### src/design/bld_pkg.sv
// Shared types, constants and the duty function for the button LED dimmer.
// Used by bld_cfg, bld_core and the top level; depends on nothing.
`default_nettype none

package bld_pkg;

    // Fixed sizes of the level and counters.
    localparam int NUM_LEVELS   = 12;
    localparam int COUNT_WIDTH  = 20;
    localparam int LEVEL_W      = 4;
    localparam int DUTY_W       = 11;
    localparam int AUTO_W       = 19;
    localparam int DIM_W        = 19;
    localparam int WINDOW_W     = 16;
    localparam int CFG_DATA_W   = 19;
    localparam int CFG_INDEX_W  = 2;
    localparam int PRESS_W      = 2;
    localparam int RELEASE_W    = 16;

    // Saturation points of the debounce counters.
    localparam logic [PRESS_W-1:0]   PRESS_SAT   = 2'd2;
    localparam logic [RELEASE_W-1:0] RELEASE_SAT = 16'd65534;

    // Top level and full-scale duty.
    localparam logic [LEVEL_W-1:0] LEVEL_TOP = LEVEL_W'(NUM_LEVELS - 1);
    localparam logic [DUTY_W-1:0]  DUTY_FULL = 11'd1024;

    // Register reset values.
    localparam logic [AUTO_W-1:0]   AUTO_OFF_RESET = 19'd112260;
    localparam logic [DIM_W-1:0]    DIM_RESET      = 19'd9355;
    localparam logic [WINDOW_W-1:0] WINDOW_RESET   = 16'd40;

    // Configuration register indexes.
    typedef enum logic [CFG_INDEX_W-1:0] {
        CFG_AUTO_OFF = 2'd0,
        CFG_DIM      = 2'd1,
        CFG_WINDOW   = 2'd2
    } t_cfg_idx;

    // Settings as the tick logic sees them; the off limit is auto-off plus dim.
    typedef struct packed {
        logic [AUTO_W-1:0]      auto_off;
        logic [WINDOW_W-1:0]    window;
        logic [COUNT_WIDTH-1:0] off_limit;
    } t_cfg;

    // Power-of-two duty for a level, zero at level zero and saturated at full scale.
    function automatic logic [DUTY_W-1:0] duty_of(input logic [LEVEL_W-1:0] lvl);
        logic [DUTY_W-1:0] d;
        if (lvl == '0) begin
            d = '0;
        end else if (lvl > LEVEL_W'(10)) begin
            d = DUTY_FULL;
        end else begin
            d = DUTY_W'(1) << (lvl - LEVEL_W'(1));
        end
        return d;
    endfunction

endpackage

`default_nettype wire

### src/design/bld_cfg.sv
// Configuration registers of the dimmer, with the precomputed off limit.
// Depends on bld_pkg.
`default_nettype none

module bld_cfg (
    input  wire logic                              i_clk,
    input  wire logic                              i_rst_n,
    input  wire logic                              i_cfg_we,
    input  wire logic [bld_pkg::CFG_INDEX_W-1:0]   i_cfg_index,
    input  wire logic [bld_pkg::CFG_DATA_W-1:0]    i_cfg_data,
    output bld_pkg::t_cfg                          o_cfg
);

    logic [bld_pkg::AUTO_W-1:0]      r_auto, n_auto;
    logic [bld_pkg::DIM_W-1:0]       r_dim, n_dim;
    logic [bld_pkg::WINDOW_W-1:0]    r_window, n_window;
    logic [bld_pkg::COUNT_WIDTH-1:0] r_limit, n_limit;

    // Decode a write; an unused index changes nothing.
    always_comb begin
        n_auto   = r_auto;
        n_dim    = r_dim;
        n_window = r_window;
        if (i_cfg_we) begin
            unique case (i_cfg_index)
                bld_pkg::CFG_AUTO_OFF: n_auto   = i_cfg_data[bld_pkg::AUTO_W-1:0];
                bld_pkg::CFG_DIM:      n_dim    = i_cfg_data[bld_pkg::DIM_W-1:0];
                bld_pkg::CFG_WINDOW:   n_window = i_cfg_data[bld_pkg::WINDOW_W-1:0];
                default: ;
            endcase
        end
        n_limit = bld_pkg::COUNT_WIDTH'(n_auto) + bld_pkg::COUNT_WIDTH'(n_dim);
    end

    // Register file, loaded with the documented defaults at reset.
    always_ff @(posedge i_clk) begin
        if (!i_rst_n) begin
            r_auto   <= bld_pkg::AUTO_OFF_RESET;
            r_dim    <= bld_pkg::DIM_RESET;
            r_window <= bld_pkg::WINDOW_RESET;
            r_limit  <= bld_pkg::COUNT_WIDTH'(bld_pkg::AUTO_OFF_RESET)
                      + bld_pkg::COUNT_WIDTH'(bld_pkg::DIM_RESET);
        end else begin
            r_auto   <= n_auto;
            r_dim    <= n_dim;
            r_window <= n_window;
            r_limit  <= n_limit;
        end
    end

    assign o_cfg.auto_off  = r_auto;
    assign o_cfg.window    = r_window;
    assign o_cfg.off_limit = r_limit;

endmodule

`default_nettype wire

### src/design/bld_core.sv
// Per-tick state update of the dimmer: debounce, level stepping, auto-off.
// Depends on bld_pkg.
`default_nettype none

module bld_core (
    input  wire logic                            i_clk,
    input  wire logic                            i_rst_n,
    input  wire logic                            i_en,
    input  wire logic                            i_button_down,
    input  wire bld_pkg::t_cfg                   i_cfg,
    output logic [bld_pkg::DUTY_W-1:0]           o_duty,
    output logic [bld_pkg::LEVEL_W-1:0]          o_level,
    output logic                                 o_leds_on
);

    logic [bld_pkg::LEVEL_W-1:0]     r_level, n_level;
    logic                            r_step_up, n_step_up;
    logic                            r_latched, n_latched;
    logic [bld_pkg::PRESS_W-1:0]     r_press, n_press;
    logic [bld_pkg::RELEASE_W-1:0]   r_release, n_release;
    logic [bld_pkg::COUNT_WIDTH-1:0] r_tick, n_tick;

    logic                            sleep;
    logic [bld_pkg::LEVEL_W-1:0]     shown;
    logic [bld_pkg::LEVEL_W-1:0]     stepped;

    // Next state and the result of one tick.
    always_comb begin
        n_level   = r_level;
        n_step_up = r_step_up;
        n_latched = r_latched;
        n_press   = r_press;
        n_release = r_release;
        n_tick    = r_tick;
        sleep     = 1'b0;
        shown     = '0;
        stepped   = '0;

        // While off, only a fresh press wakes the light at level one.
        if (r_level == '0) begin
            n_tick = '0;
            if (!i_button_down || r_press != '0) begin
                sleep = 1'b1;
                if (!i_button_down) begin
                    n_press = '0;
                end
            end else begin
                n_level = bld_pkg::LEVEL_W'(1);
            end
        end

        if (!sleep) begin
            // Debounce and act on a new press.
            if (!i_button_down) begin
                if (n_release < bld_pkg::RELEASE_SAT) begin
                    n_release = n_release + 1'b1;
                end
                n_press = '0;
                if (n_release > bld_pkg::RELEASE_W'(1)) begin
                    n_latched = 1'b0;
                end
            end else begin
                if (n_press < bld_pkg::PRESS_SAT) begin
                    n_press = n_press + 1'b1;
                end
                if (n_press > bld_pkg::PRESS_W'(1)) begin
                    if (!n_latched) begin
                        if (n_release < i_cfg.window) begin
                            // Ping-pong step through the levels.
                            if (n_step_up) begin
                                stepped = n_level + 1'b1;
                                if (stepped >= bld_pkg::LEVEL_W'(bld_pkg::NUM_LEVELS)
                                    || stepped == '0) begin
                                    n_level   = bld_pkg::LEVEL_TOP;
                                    n_step_up = 1'b0;
                                end else begin
                                    n_level = stepped;
                                end
                            end else begin
                                stepped = n_level - 1'b1;
                                if (stepped == '0
                                    || stepped >= bld_pkg::LEVEL_W'(bld_pkg::NUM_LEVELS)) begin
                                    n_level   = '0;
                                    n_step_up = 1'b1;
                                end else begin
                                    n_level = stepped;
                                end
                            end
                        end else begin
                            n_level = '0;
                        end
                        n_latched = 1'b1;
                    end
                    n_release = '0;
                end
            end

            shown = n_level;

            // Auto-off timer: halve at the first threshold, off past the second.
            n_tick = n_tick + 1'b1;
            if (n_tick == bld_pkg::COUNT_WIDTH'(i_cfg.auto_off)) begin
                n_level = n_level >> 1;
            end
            if (n_tick > i_cfg.off_limit) begin
                n_level = '0;
                n_tick  = '0;
            end
        end
    end

    assign o_level   = shown;
    assign o_duty    = bld_pkg::duty_of(shown);
    assign o_leds_on = (shown != '0);

    // State registers advance once per processed tick.
    always_ff @(posedge i_clk) begin
        if (!i_rst_n) begin
            r_level   <= '0;
            r_step_up <= 1'b1;
            r_latched <= 1'b0;
            r_press   <= '0;
            r_release <= '0;
            r_tick    <= '0;
        end else if (i_en) begin
            r_level   <= n_level;
            r_step_up <= n_step_up;
            r_latched <= n_latched;
            r_press   <= n_press;
            r_release <= n_release;
            r_tick    <= n_tick;
        end
    end

endmodule

`default_nettype wire

### src/design/button_led_dimmer_with_auto_off.sv
// Button LED dimmer with auto-off: top level with input and result registers.
// A tick is taken when o_stall is low; its result loads into the result register.
// Throughput: one tick per cycle; the input stage holds while the result stalls.
// Reset (synchronous, active low) clears both stages and loads default settings.
// Depends on bld_pkg, bld_cfg and bld_core.
`default_nettype none

module button_led_dimmer_with_auto_off (
    input  wire logic                              i_clk,
    input  wire logic                              i_rst_n,
    input  wire logic                              i_valid,
    output logic                                   o_stall,
    input  wire logic                              i_button_down,
    output logic                                   o_valid,
    input  wire logic                              i_stall,
    output logic [bld_pkg::DUTY_W-1:0]             o_duty,
    output logic [bld_pkg::LEVEL_W-1:0]            o_level,
    output logic                                   o_leds_on,
    input  wire logic                              i_cfg_we,
    input  wire logic [bld_pkg::CFG_INDEX_W-1:0]   i_cfg_index,
    input  wire logic [bld_pkg::CFG_DATA_W-1:0]    i_cfg_data
);

    bld_pkg::t_cfg                   cfg;
    logic                            r_in_valid;
    logic                            r_in_button;
    logic                            r_out_valid;
    logic [bld_pkg::DUTY_W-1:0]      r_duty;
    logic [bld_pkg::LEVEL_W-1:0]     r_level;
    logic                            r_leds_on;
    logic                            advance;
    logic                            in_xfer;
    logic [bld_pkg::DUTY_W-1:0]      core_duty;
    logic [bld_pkg::LEVEL_W-1:0]     core_level;
    logic                            core_leds_on;

    // The result register can take a new value when empty or being drained.
    assign advance = !r_out_valid || !i_stall;
    assign o_stall = r_in_valid && !advance;
    assign in_xfer = i_valid && !o_stall;

    bld_cfg u_cfg (
        .i_clk       (i_clk),
        .i_rst_n     (i_rst_n),
        .i_cfg_we    (i_cfg_we),
        .i_cfg_index (i_cfg_index),
        .i_cfg_data  (i_cfg_data),
        .o_cfg       (cfg)
    );

    bld_core u_core (
        .i_clk         (i_clk),
        .i_rst_n       (i_rst_n),
        .i_en          (r_in_valid && advance),
        .i_button_down (r_in_button),
        .i_cfg         (cfg),
        .o_duty        (core_duty),
        .o_level       (core_level),
        .o_leds_on     (core_leds_on)
    );

    // Input register.
    always_ff @(posedge i_clk) begin
        if (!i_rst_n) begin
            r_in_valid <= 1'b0;
        end else if (in_xfer) begin
            r_in_valid <= 1'b1;
        end else if (advance) begin
            r_in_valid <= 1'b0;
        end
    end

    always_ff @(posedge i_clk) begin
        if (in_xfer) begin
            r_in_button <= i_button_down;
        end
    end

    // Result register.
    always_ff @(posedge i_clk) begin
        if (!i_rst_n) begin
            r_out_valid <= 1'b0;
        end else if (advance) begin
            r_out_valid <= r_in_valid;
        end
    end

    always_ff @(posedge i_clk) begin
        if (advance && r_in_valid) begin
            r_duty    <= core_duty;
            r_level   <= core_level;
            r_leds_on <= core_leds_on;
        end
    end

    assign o_valid   = r_out_valid;
    assign o_duty    = r_duty;
    assign o_level   = r_level;
    assign o_leds_on = r_leds_on;

endmodule

`default_nettype wire

### config.mk
export PLATFORM = sky130hd
export DESIGN_NAME = button_led_dimmer_with_auto_off
export DESIGN_NICKNAME = d
export VERILOG_FILES = /design/src/design/bld_pkg.sv /design/src/design/bld_cfg.sv /design/src/design/bld_core.sv /design/src/design/button_led_dimmer_with_auto_off.sv
export SDC_FILE = /design/constraint.sdc
export NUM_CORES = 1
export LEC_CHECK = 0
export BUFFER_PORTS_ARGS = -buffer_cell sky130_fd_sc_hd__buf_4
export CORE_ASPECT_RATIO = 2
export CORE_MARGIN = 5
export CORE_UTILIZATION = 35
export DETAILED_ROUTE_END_ITERATION = 10
export GPL_ROUTABILITY_DRIVEN = 0
export SYNTH_ARGS = -nofsm -noshare
export SYNTH_HDL_FRONTEND = slang
export SYNTH_SLANG_ARGS = --single-unit
### constraint.sdc
create_clock -name i_clk -period 11.3 [get_ports i_clk]
set_input_delay 1.695 -clock i_clk [delete_from_list [all_inputs] [get_ports i_clk]]
set_output_delay 1.695 -clock i_clk [all_outputs]
set_load 0.1 [all_outputs]
# == After elaboration in Yosys (flattened, before gate mapping) ==
# Cells that the tools add are included.
# word_totals
inputBits,27
reg_bits,137
output_inout_bits,18
# op_classes
reduce_logical,26
mux,44
n_eq_ne,4
n_bitwise,2
n_addsub,7
n_lt_le_gt_ge,9
shift,1
# ops
cell,count
two-way mux 16 bit,5
two-way mux 19 bit,4
two-way mux 20 bit,3
two-way mux 4 bit,13
adder 19 x 19 -> 20 bit,1
adder 20 x 1 -> 20 bit (second input constant),1
equality test 20 x 19 -> 1 bit,1
> comparator 20 bit,1
adder 16 x 1 -> 16 bit (second input constant),1
> comparator 16 x 1 -> 1 bit (second input constant),1
logical NOT 4 bit,4
< comparator 16 bit,1
< comparator 16 bit (second input constant),1
two-way mux 2 bit,8
two-way mux 11 bit,1
left shift 1 x 4 -> 11 bit (first input constant),1
two-way mux 1 bit,10
>= comparator 4 bit (second input constant),2
subtractor 4 x 1 -> 4 bit (second input constant),2
AND reduction 6 bit,1
nonzero test 2 bit,3
logical NOT 1 bit,5
adder 4 x 1 -> 4 bit (second input constant),1
> comparator 4 bit (second input constant),1
other kinds (15),21

# == Longest topological paths before layout ==
# depth
ltp_word,17
ltp_mapped,22

# == By module ==
# From an unflattened synthesis, not the netlist that was laid out.
# hier_totals
cells_unflattened,1083
area_unflattened_um2,8964.8
# modules_own_cells
mod,area_each_um2,cells_per_inst,seq_area_each_um2,instances
bld_core,4652.0,657,880.8,1
bld_cfg,3718.6,401,1481.4,1
button_led_dimmer_with_auto_off,594.3,25,550.5,1

# == Worst setup path after synthesis ==
# Ideal clock, no wire load.
# synth_path
kind,in2reg
startpoint,input i_cfg_index[1] (netlist name)
endpoint,register u_cfg.r_limit[18] (netlist name)
required_ns,11.172
stages,13
arrival_time_ns,4.583
setup_slack_ns,6.590
setup_ns,0.128
path_cell_list,nand3b_1 -> clkbuf_1 -> buf_1 -> mux2_2 -> ha_1 -> nor2b_1 -> o31ai_1 -> a211oi_1 -> o21bai_1 -> a21oi_1 -> a221oi_1 -> xor2_1 -> nor2_1
# synth_between
elab_chain_cells,4
word_cells_on_any_way,7
# synth_lines
item,line_no,source
from (decl),button_led_dimmer_with_auto_off.sv:20,"input wire logic [bld_pkg::CFG_INDEX_W-1:0] i_cfg_index,"
equality test 2 x 1 -> 1 bit,bld_cfg.sv:25,unique case (i_cfg_index)
two-way mux 19 bit,bld_cfg.sv:25,
two-way mux 19 bit,bld_cfg.sv:24,if (i_cfg_we) begin
net u_cfg.n_dim (one bit),bld_cfg.sv:15,"logic [bld_pkg::DIM_W-1:0] r_dim, n_dim;"
adder 19 x 19 -> 20 bit,bld_cfg.sv:32,n_limit = bld_pkg::COUNT_WIDTH'(n_auto) + bld_pkg::COUNT_WIDTH'(n_dim);
to (signal assigned),bld_cfg.sv:41,r_limit <= bld_pkg::COUNT_WIDTH'(bld_pkg::AUTO_OFF_RESET)
to (signal assigned),bld_cfg.sv:47,r_limit <= n_limit;
to (decl),bld_cfg.sv:17,"logic [bld_pkg::COUNT_WIDTH-1:0] r_limit, n_limit;"
# The timed path passes the listed nets, and every way through them passes these cells.
# A chain may end at the register's enable or synchronous reset.

# == Worst setup path in the final report ==
# layout_path
startpoint,register u_core.r_level[3] (netlist name)
endpoint,register u_core.r_level[3] (netlist name)
# layout_between
elab_chain_cells,14
word_cells_on_any_way,33
# layout_lines
item,line_no,source
from (decl),bld_core.sv:16,"logic [bld_pkg::LEVEL_W-1:0] r_level, n_level;"
from (signal assigned),bld_core.sv:126,r_level <= n_level;
logical NOT 4 bit or two-way mux 4 bit (tied branches),"bld_core.sv:40, bld_core.sv:42",
two-way mux 4 bit,bld_core.sv:40,if (r_level == '0) begin
subtractor 4 x 1 -> 4 bit or adder 4 x 1 -> 4 bit (tied branches),"bld_core.sv:80, bld_core.sv:71",
>= comparator 4 bit (tied with other cells),bld_core.sv:82,|| stepped >= bld_pkg::LEVEL_W'(bld_pkg::NUM_LEVELS)) begin
"logical OR 1 bit, on equally long branches","bld_core.sv:82, bld_core.sv:73",
"two-way mux 4 bit, on equally long branches","bld_core.sv:81, bld_core.sv:72",
two-way mux 4 bit,bld_core.sv:70,if (n_step_up) begin
two-way mux 4 bit,bld_core.sv:68,if (n_release < i_cfg.window) begin
two-way mux 4 bit,bld_core.sv:67,if (!n_latched) begin
two-way mux 4 bit,bld_core.sv:66,if (n_press > bld_pkg::PRESS_W'(1)) begin
two-way mux 4 bit,bld_core.sv:54,if (!i_button_down) begin
two-way mux 4 bit,bld_core.sv:102,if (n_tick == bld_pkg::COUNT_WIDTH'(i_cfg.auto_off)) begin
two-way mux 4 bit,bld_core.sv:105,if (n_tick > i_cfg.off_limit) begin
two-way mux 4 bit *,bld_core.sv:52,if (!sleep) begin
# Mark *: on every way between the ends. The rest lies on a longest branch, timed or not. The select of a mux whose other input is x is not followed.

==> summary.md <==
| Metric | Value |
|---|---|
| Status | completed |
| CTS Buffer Depth | 2 |
| CTS root buffer | clkbuf_16 |
| Clock buffer count from CTS | 17 |
| Initial antenna violation count | 0 |
| Max FO, Critical Path | 25 |
| Mean Syn Cell Area | 8.393 µm² |
| Most frequent cells in the layout | 120 x dfxtp_1, 100 x nor2_1, 95 x nand2_1 |
| Largest net degree at the start of global routing | 70 |
| RSZ-0062 raised after global routing | no |
| Total power | 0.001265 W |
| Fraction of layout cells with a size suffix above 1 | 14.81% |
| Clk_skew | 9.216 ps |
| P per Cell Area | 131.3 nW/µm² |
| Most common cell after layout, fill and taps aside | dfxtp_1 |
| Worst hold path class | flop to flop |
| # DRC | 0 |
| Final core occ | 40.28% |
| Post-DP HPWL | 18,730 µm |
| Area Overhead vs Synth | 13.23% |
| Critical path cell sequence | or4_1 -> and2_1 -> ha_1 -> nand2_1 -> or3_1 -> a21oi_1 -> ha_1 -> o21ai_0 -> o21ai_0 -> a211oi_1 -> o311a_1 -> a31o_2 -> a32oi_1 -> nor2_1 |
| Async S/R FF share, synth | 0% |
| Synth unique cells | 70 |
| Post-synthesis register bit count | 137 |
| Vias in the first global route | 7,344 |
| Input/output buffers | 44 |
| # hold bufs at CTS | 0 |
| Post-route minimum period | 5079 ps |
| Simple-Gate Fraction of Synth Area | 22.60% |
| Worst-margin pin slew | 1059 ps |
| Via Count | 7,397 |
| Crit path DAT | 5440 ps |
| Starting DRT DRC Count | 316 |
| Overall Global Routing Usage | 17.91% |
| Final worst slack | 6221 ps |
| Top FF cell, synth | dfxtp_1 |
| Number of synthesized flops with an enable pin | 17 |
| Cell family contributing the most delay on the critical path | compound AO/OA/AOI/OAI gates |
| Pre-CTS WS | 6083 ps |
| Final setup fails | 0 |
| Clk_lat worst skew | 440 ps |
| Antenna diodes | 0 |
| CP Launch Type | flop |
| Rel. slew slack | 29.11% |
| Setup TNS | 0 ps |
| Crit path capture type | flop |
| Synth Area in XOR/XNOR | 4.866% |
| Max rail drop VDD | 0.07968 mV |
| Nets | 1,116 |
| Hold depth | 2 |
| DRT Wirelength | 24,560 µm |
| Fmax | 196.9 MHz |
| Final Max Slew Viols | 0 |
| Largest family of logic cells by synthesized area | simple AND/OR/NAND/NOR gates |
| First-pass GRT wire length | 38,250 µm |
| TritonCTS clock tree | built |
| Seq/Total Area, Yosys | 34.23% |
| Initial Util | 35.58% |
| Synth Area in Compound Gates | 17.60% |
| Final hold violation count | 0 |
| Synth Cell Area | 8511 µm² |
| YS warnings | 0 |
| Critical-path top delay cell | or4_1 |
| I/O pins | 45 |
| Cell Rows | 80 |
| Die W | 120.3 µm |
| Setup Buffers After CTS | 0 |
| Detail-routed via count per cell | 5.574 |
| # placed instances | 1,295 |
| Fin crit share | 44.95% |
| Die ar. | 27,720 µm² |
| Layout fillers | 2,411 |
| Wire per inst | 18.51 µm |
| CTS resizes | 0 |
| DR pass1 iterations | 4 |
| Adder-cell share of the synthesized area | 9.203% |
| Crit path largest cell delay | 710 ps |
| Net Count, Synth | 1,103 |
| CP Class | flop to flop |
| WP buf/inv | 0 |
| Worst path depth | 14 |
| Post-synthesis mux area share | 6.175% |
| Max cap viols | 0 |
| Post-Syn Instances | 1,014 |
| Core region area | 23,920 µm² |
| Reg2Reg Depth | 14 |
| # clock sinks | 137 |
| Clock transition at path regs | 70 ps |
| LEAKAGE | 3.905 nW |
| Crit path required time | 11,660 ps |
| Layout Cells excl Fill | 1,327 |
| Post-DRT Antenna Nets | 0 |
| GRT overflow | 0 |
| H-tree lvl count | 4 |
| Die Height | 230.5 µm |
==> synthesized netlist by cell type, types with 5 or more instances <==
cell / instances / area, µm²
inv_1: 58 / 217.7
a211oi_1: 11 / 82.58
nor3_1: 22 / 110.1
or3_1: 9 / 56.30
dfxtp_1: 120 / 2402
and3_1: 10 / 62.56
o21a_1: 10 / 75.07
nand3b_1: 5 / 37.54
mux2_2: 36 / 405.4
mux2i_1: 12 / 120.1
nand4_1: 16 / 100.1
nor3b_1: 6 / 45.04
a21o_1: 15 / 112.6
nand2b_1: 8 / 50.05
or2_2: 24 / 150.1
o31ai_1: 13 / 97.59
o21ai_0: 28 / 140.1
a21oi_1: 58 / 290.3
xor2_1: 19 / 166.4
a22oi_1: 21 / 157.7
nor4_1: 16 / 100.1
nand2_1: 95 / 356.6
edfxtp_1: 17 / 510.5
a31oi_1: 13 / 81.33
and2_1: 33 / 206.5
nand3_1: 23 / 115.1
ha_1: 61 / 763.2
a311oi_1: 6 / 52.55
buf_2: 6 / 30.03
xnor2_1: 23 / 201.4
clkbuf_1: 45 / 168.9
nor2_1: 100 / 375.4
==> state kept, by name, summed over array words and instances, names as in the netlist, 2 cells and up <==
register and cells:
u_core.r_release 16, u_cfg.r_limit 20, u_cfg.r_window 16, u_core.r_tick 20, o_duty 11, u_cfg.r_auto 19
o_level 4, u_core.r_press 2, u_core.r_level 4, u_cfg.r_dim 19
==> kinds of logic (layout without fill, tap and decap cells) <==
| logic type | after synthesis | in the layout |
|---|---|---|
| AND/OR/NAND/NOR | 385 | 385 |
| AO/OA/AOI/OAI | 222 | 222 |
| flip-flops | 137 | 137 |
| buffers and inverters | 116 | 142 |
| adder cells (fa/ha/maj) | 62 | 62 |
| multiplexers | 48 | 48 |
| XOR/XNOR | 44 | 44 |
==> metrics by stage <==
stage	hold WS [ps]	instance area [µm²]
6_report	456.7	9637
5_1_grt	482.5	9637
4_1_cts	458.7	9637
3_5_place_dp	449.6	9034
3_3_place_gp	445.0	9034
2_1_floorplan	436.3	8511
==> layer usage <==
layer  GRT usage (%)  routed length, µm  vias to the layer above
met5               0                  0                        -
met4           16.17               2400                        0
met3           3.528                718                       95
met2           33.39              13170                      176
met1           15.71               8276                     3474
li1                -                  -                     3652
==> layout make-up <==
cell class	instances	area, µm²	share of cell area [%]
clock inverters	15	177.7	1.844
flip-flops and latches	137	2913	30.23
repair buffers	51	382.9	3.973
inverters	59	221.5	2.298
multi-input cells	761	5157	53.52
clock buffers	17	425.4	4.414
well taps	287	359.1	3.726
==> worst min-delay path, delay by kind of cell, from the launching register on <==
family,cells,cell delay [ps]
simple gates,1,50
compound gates,1,50
flops,1,310
==> power breakdown <==
part	internal, W	total, W	switching, W	leakage, nW
Sequential	0.000512	0.000523	0.0000112	1.14
Combinational	0.0000592	0.000160	0.000100	2.47
Clock	0.000334	0.000583	0.000249	0.296
==> worst paths after layout <==
path	startpoint	end	slack [ps]
setup / recovery	u_core.r_level[3]	u_core.r_level[3]	6220
hold / removal	u_cfg.r_window[14]	u_cfg.r_window[14]	460
setup reg to reg	u_core.r_level[3]	u_core.r_level[3]	6220
hold reg to reg	u_cfg.r_window[14]	u_cfg.r_window[14]	460
No activity file was read; power rests on OpenSTA's default activity.
